**config.mk**
```make
export PLATFORM = sky130hd
export DESIGN_NAME = fixed_block_lifo_allocator
export DESIGN_NICKNAME = d
export VERILOG_FILES = /design/src/rtl/fbla_pkg.sv /design/src/rtl/fbla_front.sv /design/src/rtl/fbla_cmd_fifo.sv /design/src/rtl/fbla_back.sv /design/src/rtl/fixed_block_lifo_allocator.sv
export SDC_FILE = /design/constraint.sdc
export NUM_CORES = 1
export LEC_CHECK = 0
export BUFFER_PORTS_ARGS = -buffer_cell sky130_fd_sc_hd__buf_2
export CAP_MARGIN = 20
export CORE_AREA = 2 2 78 80
export CTS_CLUSTER_DIAMETER = 40
export CTS_CLUSTER_SIZE = 14
export DETAILED_ROUTE_END_ITERATION = 6
export DIE_AREA = 0 0 80 82
export GPL_TIMING_DRIVEN = 0
export PLACE_DENSITY = 0.78
export SLEW_MARGIN = 20
export SYNTH_ARGS = -nofsm -noshare
export SYNTH_HDL_FRONTEND = slang
export SYNTH_SLANG_ARGS = --single-unit
```
**constraint.sdc**
```tcl
create_clock -name clk_i -period 3.02 [get_ports clk_i]
set_clock_uncertainty 0.05 [all_clocks]
set_input_delay 0.151 -clock clk_i [delete_from_list [all_inputs] [get_ports clk_i]]
set_output_delay 0.151 -clock clk_i [all_outputs]
set_load 0.005 [all_outputs]
```
**src/rtl/fbla_pkg.sv**
```systemverilog
// Package: shared constants, codes and beat types of the fixed block LIFO allocator.
package fbla_pkg;

  localparam int unsigned BLOCK_BYTES = 32;
  localparam int unsigned NUM_BLOCKS  = 8;
  localparam int unsigned IDX_W       = (NUM_BLOCKS > 1) ? $clog2(NUM_BLOCKS) : 1;
  localparam int unsigned LINK_W      = IDX_W + 1;
  localparam int unsigned BLK_SHIFT   = $clog2(BLOCK_BYTES);
  localparam int unsigned POOL_BYTES  = NUM_BLOCKS * BLOCK_BYTES;
  localparam int unsigned CQ_DEPTH    = 2;
  localparam int unsigned CQ_PTR_W    = $clog2(CQ_DEPTH);
  localparam int unsigned CQ_CNT_W    = $clog2(CQ_DEPTH + 1);

  localparam logic OP_ALLOC = 1'b0;
  localparam logic OP_FREE  = 1'b1;

  localparam logic [2:0] ST_OK     = 3'd0;
  localparam logic [2:0] ST_NOMEM  = 3'd1;
  localparam logic [2:0] ST_TOOBIG = 3'd2;
  localparam logic [2:0] ST_BADPTR = 3'd3;
  localparam logic [2:0] ST_DOUBLE = 3'd4;

  typedef struct packed {
    logic        operation;
    logic [15:0] request_bytes;
    logic        pointer_is_null;
    logic [9:0]  block_offset;
  } req_t;

  typedef struct packed {
    logic [2:0] status;
    logic [7:0] granted_offset;
  } rsp_t;

  // Classified command passed from front to back.
  typedef struct packed {
    logic             is_free;
    logic             too_big;
    logic             bad_ptr;
    logic [IDX_W-1:0] blk;
  } cmd_t;

endpackage

```
**src/rtl/fbla_front.sv**
```systemverilog
// Front end: decodes a request beat and runs the state-independent checks.
module fbla_front import fbla_pkg::*; (
  input  req_t req_i,
  output cmd_t cmd_o
);

  localparam logic [10:0] PoolBytes = 11'(POOL_BYTES);
  localparam logic [16:0] BlkBytes  = 17'(BLOCK_BYTES);

  logic [IDX_W-1:0] shifted;
  logic             misaligned;

  assign shifted    = IDX_W'(req_i.block_offset >> BLK_SHIFT);
  assign misaligned = (req_i.block_offset & 10'(BLOCK_BYTES - 1)) != 10'd0;

  always_comb begin
    cmd_o.is_free = (req_i.operation == OP_FREE);
    cmd_o.too_big = {1'b0, req_i.request_bytes} > BlkBytes;
    cmd_o.bad_ptr = req_i.pointer_is_null | ({1'b0, req_i.block_offset} >= PoolBytes)
                    | misaligned;
    cmd_o.blk     = shifted;
  end

endmodule

```
**src/rtl/fbla_cmd_fifo.sv**
```systemverilog
// Short command queue between front and back.
module fbla_cmd_fifo import fbla_pkg::*; (
  input  logic clk_i,
  input  logic rst_ni,
  input  logic wr_i,
  input  cmd_t wr_data_i,
  output logic full_o,
  input  logic rd_i,
  output logic valid_o,
  output cmd_t rd_data_o
);

  cmd_t                mem_q [CQ_DEPTH];
  logic [CQ_PTR_W-1:0] wr_ptr_q, wr_ptr_d;
  logic [CQ_PTR_W-1:0] rd_ptr_q, rd_ptr_d;
  logic [CQ_CNT_W-1:0] cnt_q, cnt_d;
  logic                do_wr, do_rd;

  assign full_o    = (cnt_q == CQ_CNT_W'(CQ_DEPTH));
  assign valid_o   = (cnt_q != '0);
  assign rd_data_o = mem_q[rd_ptr_q];
  assign do_wr     = wr_i & ~full_o;
  assign do_rd     = rd_i & valid_o;

  always_comb begin
    wr_ptr_d = wr_ptr_q;
    rd_ptr_d = rd_ptr_q;
    cnt_d    = cnt_q;
    if (do_wr) begin
      wr_ptr_d = (wr_ptr_q == CQ_PTR_W'(CQ_DEPTH - 1)) ? '0 : wr_ptr_q + 1'b1;
    end
    if (do_rd) begin
      rd_ptr_d = (rd_ptr_q == CQ_PTR_W'(CQ_DEPTH - 1)) ? '0 : rd_ptr_q + 1'b1;
    end
    if (do_wr && !do_rd) begin
      cnt_d = cnt_q + 1'b1;
    end else if (do_rd && !do_wr) begin
      cnt_d = cnt_q - 1'b1;
    end
  end

  always_ff @(posedge clk_i or negedge rst_ni) begin
    if (!rst_ni) begin
      wr_ptr_q <= '0;
      rd_ptr_q <= '0;
      cnt_q    <= '0;
    end else begin
      wr_ptr_q <= wr_ptr_d;
      rd_ptr_q <= rd_ptr_d;
      cnt_q    <= cnt_d;
    end
  end

  always_ff @(posedge clk_i) begin
    if (do_wr) begin
      mem_q[wr_ptr_q] <= wr_data_i;
    end
  end

  a_cnt_bound: assert property (@(posedge clk_i) disable iff (!rst_ni)
    cnt_q <= CQ_CNT_W'(CQ_DEPTH))
    else $error("command queue count out of range");

  a_cnt_track: assert property (@(posedge clk_i) disable iff (!rst_ni)
    (do_wr && !do_rd) |=> (cnt_q == $past(cnt_q) + 1'b1))
    else $error("command queue count missed a write");

endmodule

```
**src/rtl/fbla_back.sv**
```systemverilog
// Back end: free list, used marks and the result register.
module fbla_back import fbla_pkg::*; (
  input  logic clk_i,
  input  logic rst_ni,
  input  logic cmd_valid_i,
  input  cmd_t cmd_i,
  output logic cmd_rd_o,
  output logic rsp_valid_o,
  output rsp_t rsp_o,
  input  logic rsp_pop_i
);

  logic [LINK_W-1:0]     link_q [NUM_BLOCKS];
  logic [IDX_W-1:0]      head_q, head_d;
  logic                  empty_q, empty_d;
  logic [NUM_BLOCKS-1:0] used_q, used_d;
  logic                  out_vld_q;
  rsp_t                  out_q, out_d;
  logic                  adv;
  logic                  do_push;
  logic [LINK_W-1:0]     nxt;
  logic                  nxt_end;

  assign adv         = cmd_valid_i & (~out_vld_q | rsp_pop_i);
  assign cmd_rd_o    = adv;
  assign rsp_valid_o = out_vld_q;
  assign rsp_o       = out_q;
  assign nxt         = link_q[head_q];
  assign nxt_end     = (nxt >= LINK_W'(NUM_BLOCKS)) || (nxt[IDX_W-1:0] == head_q)
                       || used_q[nxt[IDX_W-1:0]];

  always_comb begin
    head_d  = head_q;
    empty_d = empty_q;
    used_d  = used_q;
    do_push = 1'b0;
    out_d   = '{status: ST_OK, granted_offset: 8'd0};
    if (!cmd_i.is_free) begin
      if (empty_q) begin
        out_d.status = ST_NOMEM;
      end else if (cmd_i.too_big) begin
        out_d.status = ST_TOOBIG;
      end else begin
        used_d[head_q]       = 1'b1;
        out_d.granted_offset = 8'(({{(32-IDX_W){1'b0}}, head_q}) << BLK_SHIFT);
        if (nxt_end) begin
          empty_d = 1'b1;
        end else begin
          head_d = nxt[IDX_W-1:0];
        end
      end
    end else begin
      if (cmd_i.bad_ptr) begin
        out_d.status = ST_BADPTR;
      end else if (!used_q[cmd_i.blk]) begin
        out_d.status = ST_DOUBLE;
      end else begin
        used_d[cmd_i.blk] = 1'b0;
        head_d            = cmd_i.blk;
        empty_d           = 1'b0;
        do_push           = 1'b1;
      end
    end
  end

  always_ff @(posedge clk_i or negedge rst_ni) begin
    if (!rst_ni) begin
      for (int i = 0; i < NUM_BLOCKS; i++) begin
        link_q[i] <= LINK_W'(i + 1);
      end
      head_q    <= '0;
      empty_q   <= 1'b0;
      used_q    <= '0;
      out_vld_q <= 1'b0;
    end else begin
      if (adv) begin
        head_q  <= head_d;
        empty_q <= empty_d;
        used_q  <= used_d;
        if (do_push) begin
          link_q[cmd_i.blk] <= {1'b0, head_q};
        end
        out_vld_q <= 1'b1;
      end else if (rsp_pop_i) begin
        out_vld_q <= 1'b0;
      end
    end
  end

  always_ff @(posedge clk_i) begin
    if (adv) begin
      out_q <= out_d;
    end
  end

  a_head_free: assert property (@(posedge clk_i) disable iff (!rst_ni)
    !empty_q |-> !used_q[head_q])
    else $error("free list head is marked used");

  a_empty_all_used: assert property (@(posedge clk_i) disable iff (!rst_ni)
    empty_q |-> (used_q == '1))
    else $error("list empty while a block is free");

  a_err_zero_off: assert property (@(posedge clk_i) disable iff (!rst_ni)
    (out_vld_q && out_q.status != ST_OK) |-> (out_q.granted_offset == 8'd0))
    else $error("failed beat carries an offset");

  a_out_hold: assert property (@(posedge clk_i) disable iff (!rst_ni)
    (out_vld_q && !rsp_pop_i) |=> (out_vld_q && $stable(out_q)))
    else $error("pending result changed before pop");

endmodule

```
**src/rtl/fixed_block_lifo_allocator.sv**
```systemverilog
// Top level: fixed-size block allocator with a LIFO free list.
//
//   channel   ports                      beat
//   request   push, full, in_item_i      req_t   (operation, size, pointer)
//   result    empty, pop, out_item_o     rsp_t   (status, granted offset)
//
// One beat per cycle sustained while results are popped; an accepted request is written into
// the command queue (front classifies), then the back end updates the result register.
// Reset loads the free list 0..NUM_BLOCKS-1 while rst_ni is low, head at block 0.
// The two-entry command queue lets requests be taken while a result waits;
// full rises once it fills behind a stalled result.
module fixed_block_lifo_allocator import fbla_pkg::*; (
  input  logic clk_i,
  input  logic rst_ni,
  input  logic push,
  output logic full,
  input  req_t in_item_i,
  output logic empty,
  input  logic pop,
  output rsp_t out_item_o
);

  cmd_t cmd_in, cmd_out;
  logic cq_valid, cq_rd, rsp_valid;

  fbla_front u_front (
    .req_i (in_item_i),
    .cmd_o (cmd_in)
  );

  fbla_cmd_fifo u_cmd_fifo (
    .clk_i     (clk_i),
    .rst_ni    (rst_ni),
    .wr_i      (push),
    .wr_data_i (cmd_in),
    .full_o    (full),
    .rd_i      (cq_rd),
    .valid_o   (cq_valid),
    .rd_data_o (cmd_out)
  );

  fbla_back u_back (
    .clk_i       (clk_i),
    .rst_ni      (rst_ni),
    .cmd_valid_i (cq_valid),
    .cmd_i       (cmd_out),
    .cmd_rd_o    (cq_rd),
    .rsp_valid_o (rsp_valid),
    .rsp_o       (out_item_o),
    .rsp_pop_i   (pop)
  );

  assign empty = ~rsp_valid;

endmodule

```
# [Word-level counts from Yosys, hierarchy flattened]
# Memories as Yosys holds them, arrays and structs flattened.
# Index checks and enable logic that the tools add are counted.
# W data, S select, Z words.
[totals] reg_bits=60 ram_bits=12 n_memories=1
[memory_table] memory="u_cmd_fifo.mem_q" depth=2 word_bits=6 read_ports=1 rd_clocked_by_memory_dff=0 write_ports=1 line="fbla_cmd_fifo.sv:13" text="cmd_t mem_q [CQ_DEPTH];"
[classes] n_addsub=4 n_lt_le_gt_ge=11 eq_ne=7 n_mux=47 bitwise_logic=13 n_reduce_logical=19
[op_table] cell="$mux W8" count=5
[op_table] cell="$bwmux W32" count=1
[op_table] cell="$mux W3" count=9
[op_table] cell="$mux W1" count=19
[op_table] cell="$gt A16 B6 Y1 const B" count=1
[op_table] cell="$bmux W4 S3" count=1
[op_table] cell="$demux W4 S3" count=1
[op_table] cell="$ge A4 B4 Y1 const B" count=3
[op_table] cell="$lt A3 B4 Y1 const B" count=3
[op_table] cell="$mux W4" count=3
[op_table] cell="$ge A10 B9 Y1 const B" count=1
[op_table] cell="$reduce_bool A10 Y1" count=1
[op_table] cell="$and A8 B8 Y8" count=1
[op_table] cell="$mux W2" count=4
[op_table] cell="$not A3 Y4" count=2
[op_table] cell="$not A8 Y8" count=1
[op_table] cell="$or A8 B8 Y8" count=1
[op_table] cell="$bmux W1 S3" count=2
[op_table] cell="$demux W1 S3" count=2
[op_table] cell="$ge A3 B1 Y1 const B" count=2
[op_table] cell="$ne A2 B1 Y1 const B" count=3
[op_table] cell="$reduce_and A6 Y1" count=1
[op_table] cell="$reduce_bool A2 Y1" count=3
[op_table] cell="$logic_and A1 B1 Y1" count=5
[op_table] cell="other kinds (17)" count=26

# [Logic depth before layout (Yosys ltp)]
[logic_depth] word_depth=11 depth_mapped=9 mapped_depth_nobuf=7

# [Hierarchy]
# A second synthesis with hierarchy kept.
[unflattened] cells_unflattened=257 area_unflattened_um2=3170.5
[modules_own_cells] module="fbla_back" instances=1 cells_each=205 area_each_um2=2444.8 seq_area_each_um2=1147.4
[modules_own_cells] module="fbla_cmd_fifo" instances=1 cells_each=38 area_each_um2=640.6 seq_area_each_um2=460.4
[modules_own_cells] module="fbla_front" instances=1 cells_each=13 area_each_um2=81.3 seq_area_each_um2=0.0
[modules_own_cells] module="fixed_block_lifo_allocator" instances=1 cells_each=1 area_each_um2=3.8 seq_area_each_um2=0.0

# [Worst setup path after synthesis]
# Ideal clock, no wire load.
[synth_timing] kind="reg-to-reg" startpoint="register u_back.head_q[0]" endpoint="register u_back.head_q[1]" setup_ns=0.126 arrival_time_ns=2.312 slack_ns=0.532 path_stages_with_launch=8 cell_sequence="dfrtp_1 > buf_6 > buf_4 > mux4_2 > mux2i_1 > mux2_2 > o211a_2 > o311a_1"
[synth_between] elab_chain_len=9 elab_cells_between_ends=16
[synth_rtl] item="start: declaration" line="fbla_back.sv:14" text="logic [IDX_W-1:0] head_q, head_d;"
[synth_rtl] item="start signal: assignment" line="fbla_back.sv:71" text="head_q <= '0;"
[synth_rtl] item="start signal: assignment" line="fbla_back.sv:77" text="head_q <= head_d;"
[synth_rtl] item="$not A3 Y4 (not written as such)" line="fbla_back.sv:28" text="assign nxt = link_q[head_q];"
[synth_rtl] item="$bmux W4 S3" line="fbla_back.sv:28"
[synth_rtl] item="$mux W4 (not written as such) (2 in a row)" line="fbla_back.sv:28"
[synth_rtl] item="$ge A4 B4 Y1, or another cell as far along" line="fbla_back.sv:29" text="assign nxt_end = (nxt >= LINK_W'(NUM_BLOCKS)) || (nxt[IDX_W-1:0] == head_q)"
[synth_rtl] item="$logic_or A1 B1 Y1 or $mux W1 (tied branches)" line="fbla_back.sv:29, fbla_back.sv:30"
[synth_rtl] item="$logic_or A1 B1 Y1" line="fbla_back.sv:30" text="|| used_q[nxt[IDX_W-1:0]];"
[synth_rtl] item="$ne A2 B1 Y1 (no source line)"
[synth_rtl] item="$reduce_and A6 Y1 (no source line)"
# Several ways; a longest one is shown, not always the timed one. The select of a mux whose other input is x is not followed.
# A chain may end at the register's enable or synchronous reset.

# [Worst setup path in the final report]
[layout_timing] startpoint="register u_back.head_q[1]" endpoint="register u_back.head_q[0]"
# Same word-level chain as after synthesis.

==> results.py <==
metrics = {
    "status": {
        "status": "complete, no violations",
    },
    "power": {
        "comb_power_share": 0.376,
        "power_mw": 3.08,
        "p_int_mw": 2.00,
        "p_per_area_nw_per_um2": 824,
        "switchingPower_mw": 1.08,
        "pwr-share-seq": 0.376,
        "vdd.ir_drop.worst_uv": 482,
        "p_clk_frac": 0.248,
        "total_leakage_power_nw": 1.60,
        "switching_share": 0.351,
    },
    "yosys": {
        "syn_area_um2": 3170,
        "synthArstFlopShare": 0.700,
        "synth.most_common_cell": "dfrtp_1",
        "yosys_warnings": 0,
        "yosysTopAreaCell": "dfrtp_1",
        "ys_seq_area_frac": 0.508,
        "synth.area.top_cells": "dfrtp_1 23%, edfxtp_1 17%, dfstp_2 11%",
        "avgSynthCellArea_um2": 12.1,
        "synth-seq-cells": 60,
        "netlist.area_leader.share": 0.229,
        "synth-edff-count": 18,
        "ys_types": 60,
        "synthCells": 261,
        "synthFlopType": "dfrtp_1",
        "synth_commonest_cells": "29 x dfrtp_1, 20 x mux2_2, 18 x edfxtp_1, 18 x nor2_1, 16 x nand2_1",
    },
    "route": {
        "drcViolationCount": 0,
        "drt_iter0_drc": 200,
        "drt-pass1-iter-count": 5,
        "vias_per_cell": 5.77,
        "vias": 2306,
        "ant_nets": 0,
        "wire_per_inst_um": 16.3,
        "wl_mm": 6.54,
    },
    "place": {
        "routabilityCongestion": 0.861,
        "place_hpwl_mm": 4.75,
        "portBuffers": 39,
        "postPlaceCellArea_um2": 3470,
    },
    "setup_path": {
        "critical_path_arrival_ns": 3.02,
        "path_max_fanout": 10,
        "critical_path_required_ns": 3.23,
        "r2r.worst_path.cells": 9,
        "critPathKind": "reg -> reg",
        "critPathLaunchType": "flip-flop",
        "cp-end-kind": "flip-flop",
    },
    "sta": {
        "finalSetupTns_ns": 0,
        "finalHoldViolations": 0,
        "fmax_ghz": 0.356,
        "worst_pin_slew_ns": 0.929,
        "min_period_ns": 2.81,
        "period_share": 0.930,
        "maxSlewHeadroom": 0.380,
        "finalMaxSlewViolations": 0,
        "setup_viol": 0,
        "rsz0062_at_grt": "no",
    },
    "global_route": {
        "antenna_found_initial": 0,
        "grt.overflow.total": 0,
        "grtUsageTotal": 0.218,
        "grt_start_max_net_pins": 43,
        "grt_pass1_vias": 2200,
        "grt_pass1_wl_mm": 10.7,
    },
    "cts": {
        "clk_transition_reported_paths_ns": 0.06,
        "cts_tree": "built",
        "cts_sinks": 60,
        "cts_made_buffers": 9,
        "cts-root-buf": "clkbuf_8",
        "cts_setup_buffers": 0,
        "cts_buffer_depth": 2,
        "htreeDepth": 3,
        "clkLatencyLatePin_ns": 0.34,
    },
    "layout": {
        "area_growth_pct": 17.9,
        "antenna_cells": 0,
        "multi_input_area_um2": 1460,
        "nets": 353,
        "final_area_um2": 3730,
        "drive_gt1_frac": 0.363,
        "register_area_um2": 1610,
        "nFillCells": 468,
    },
    "die": {
        "fp-row-count": 28,
        "die_area_um2": 6560,
        "die_y_um": 82,
        "fp.coreArea_um2": 5750,
        "pin_count": 45,
        "start_util": 0.551,
        "fp.dieW_um": 80,
    },
    "hold_path": {
        "hold_class": "in -> reg",
        "hold_path_depth": 3,
    },
    "flow_run": {
        "max-cap-violations": 0,
    },
}
[worst paths after layout]
kind | startpoint | endpoint | slack (ns)
max in group asynchronous | rst_ni | u_back.used_q[7] | 1.90
setup reg to reg | u_back.head_q[1] | u_back.head_q[0] | 0.21
min in group asynchronous | rst_ni | u_back.link_q[26] | 0.44
setup / recovery | u_back.head_q[1] | u_back.head_q[0] | 0.21
hold / removal | pop | u_back.rsp_valid_o | 0.02
hold reg to reg | u_back.link_q[3] | u_back.link_q[3] | 0.43
[power groups by stage]
stage               Sequential [mW]  Combinational [mW]  Clock [mW]
finish                         1.16                1.16       0.762
global route                   1.18                1.26       0.799
global placement               1.16                1.10           0
CTS                            1.15                1.15       0.770
floorplan                      1.14               0.862           0
detailed placement             1.17                1.14           0
[final cells by class]
| type | count | share of cell area |
|---|---|---|
| repair buffers | 44 | 0.0657 |
| clock inverters | 6 | 0.0211 |
| well taps | 75 | 0.0251 |
| plain buffers | 16 | 0.0275 |
| clock buffers | 10 | 0.0342 |
| flip-flops and latches | 60 | 0.431 |
| inverters | 6 | 0.00603 |
| multi-input cells | 183 | 0.390 |
[through the flow]
step / instances / hold slack [ns] / utilization / worst slack, ns
2_1_floorplan: 265 / -0.195 / - / 0.532
3_5_place_dp: 379 / 0.283 / 0.604 / 0.235
5_1_grt: 400 / 0.0296 / 0.650 / 0.107
3_3_place_gp: 379 / 0.279 / 0.604 / 0.244
6_report: 400 / 0.0239 / 0.650 / 0.212
4_1_cts: 400 / 0.0135 / 0.649 / 0.216
[sequential cells by signal, summed over array words and instances (netlist names)]
register	cells
u_back.link_q	25
u_cmd_fifo.mem_q	12
u_back.used_q	8
u_back.rsp_o	6
u_back.head_q	3
u_cmd_fifo.cnt_q	2
u_back.empty_q	1
u_back.rsp_valid_o	1
u_cmd_fifo.rd_ptr_q	1
u_cmd_fifo.wr_ptr_q	1
[routing by layer]
metal | share of wire | up-vias | track usage | wire, um
met4 | 0.018 | 0 | 0.0966 | 118
met2 | 0.48 | 65 | 0.357 | 3150
met3 | 0.038 | 12 | 0.0407 | 250
li1 | - | 1086 | - | -
met5 | 0 | - | 0 | 0
met1 | 0.46 | 1143 | 0.286 | 3020
[cells in the final DEF, fill, tap and decap left out, drive strengths merged, types with 3 or more instances in the layout]
cell / Yosys / routed
buf: 13 / 52
dfrtp: 29 / 29
mux2: 28 / 28
nor2: 18 / 18
edfxtp: 18 / 18
mux2i: 17 / 17
nand2: 16 / 16
dfstp: 13 / 13
clkbuf: 3 / 13
o21ai: 9 / 9
a21oi: 8 / 8
inv: 6 / 6
nor4: 5 / 5
and3: 5 / 5
nor2b: 5 / 5
and2: 5 / 5
conb: 1 / 5
dlygate4sd3: 0 / 5
nand2b: 4 / 4
mux4: 4 / 4
clkinv: 0 / 4
a32oi: 4 / 4
nor3: 4 / 4
a22oi: 3 / 3
a31oi: 3 / 3
xnor2: 3 / 3
nand3: 3 / 3
[critical path: stages (launching register included)]
cell      delay (ns)
dfrtp_1         0.40
buf_4           0.19
and2b_1         0.20
a22oi_1         0.34
and2_1          0.18
buf_2           0.17
mux2_1          0.37
a311oi_2        0.32
o211a_2         0.32
mux2i_1         0.20
[kinds of logic after synthesis]
group / synth area share
adder cells (fa/ha/maj): 0.00395
AND/OR/NAND/NOR: 0.129
other: 0.00118
XOR/XNOR: 0.0138
AO/OA/AOI/OAI: 0.118
flip-flops: 0.508
multiplexers: 0.187
buffers and inverters: 0.0395
[repair_timing]
| action | 4_1_cts | 5_1_grt |
|---|---|---|
| gates resized for setup | 0 | 1 |
| endpoints found under the setup margin | 0 | 1 |
| hold buffers | 5 | 0 |
| endpoints found under the hold margin | 37 | 0 |
(Power assumes the default switching activity.)
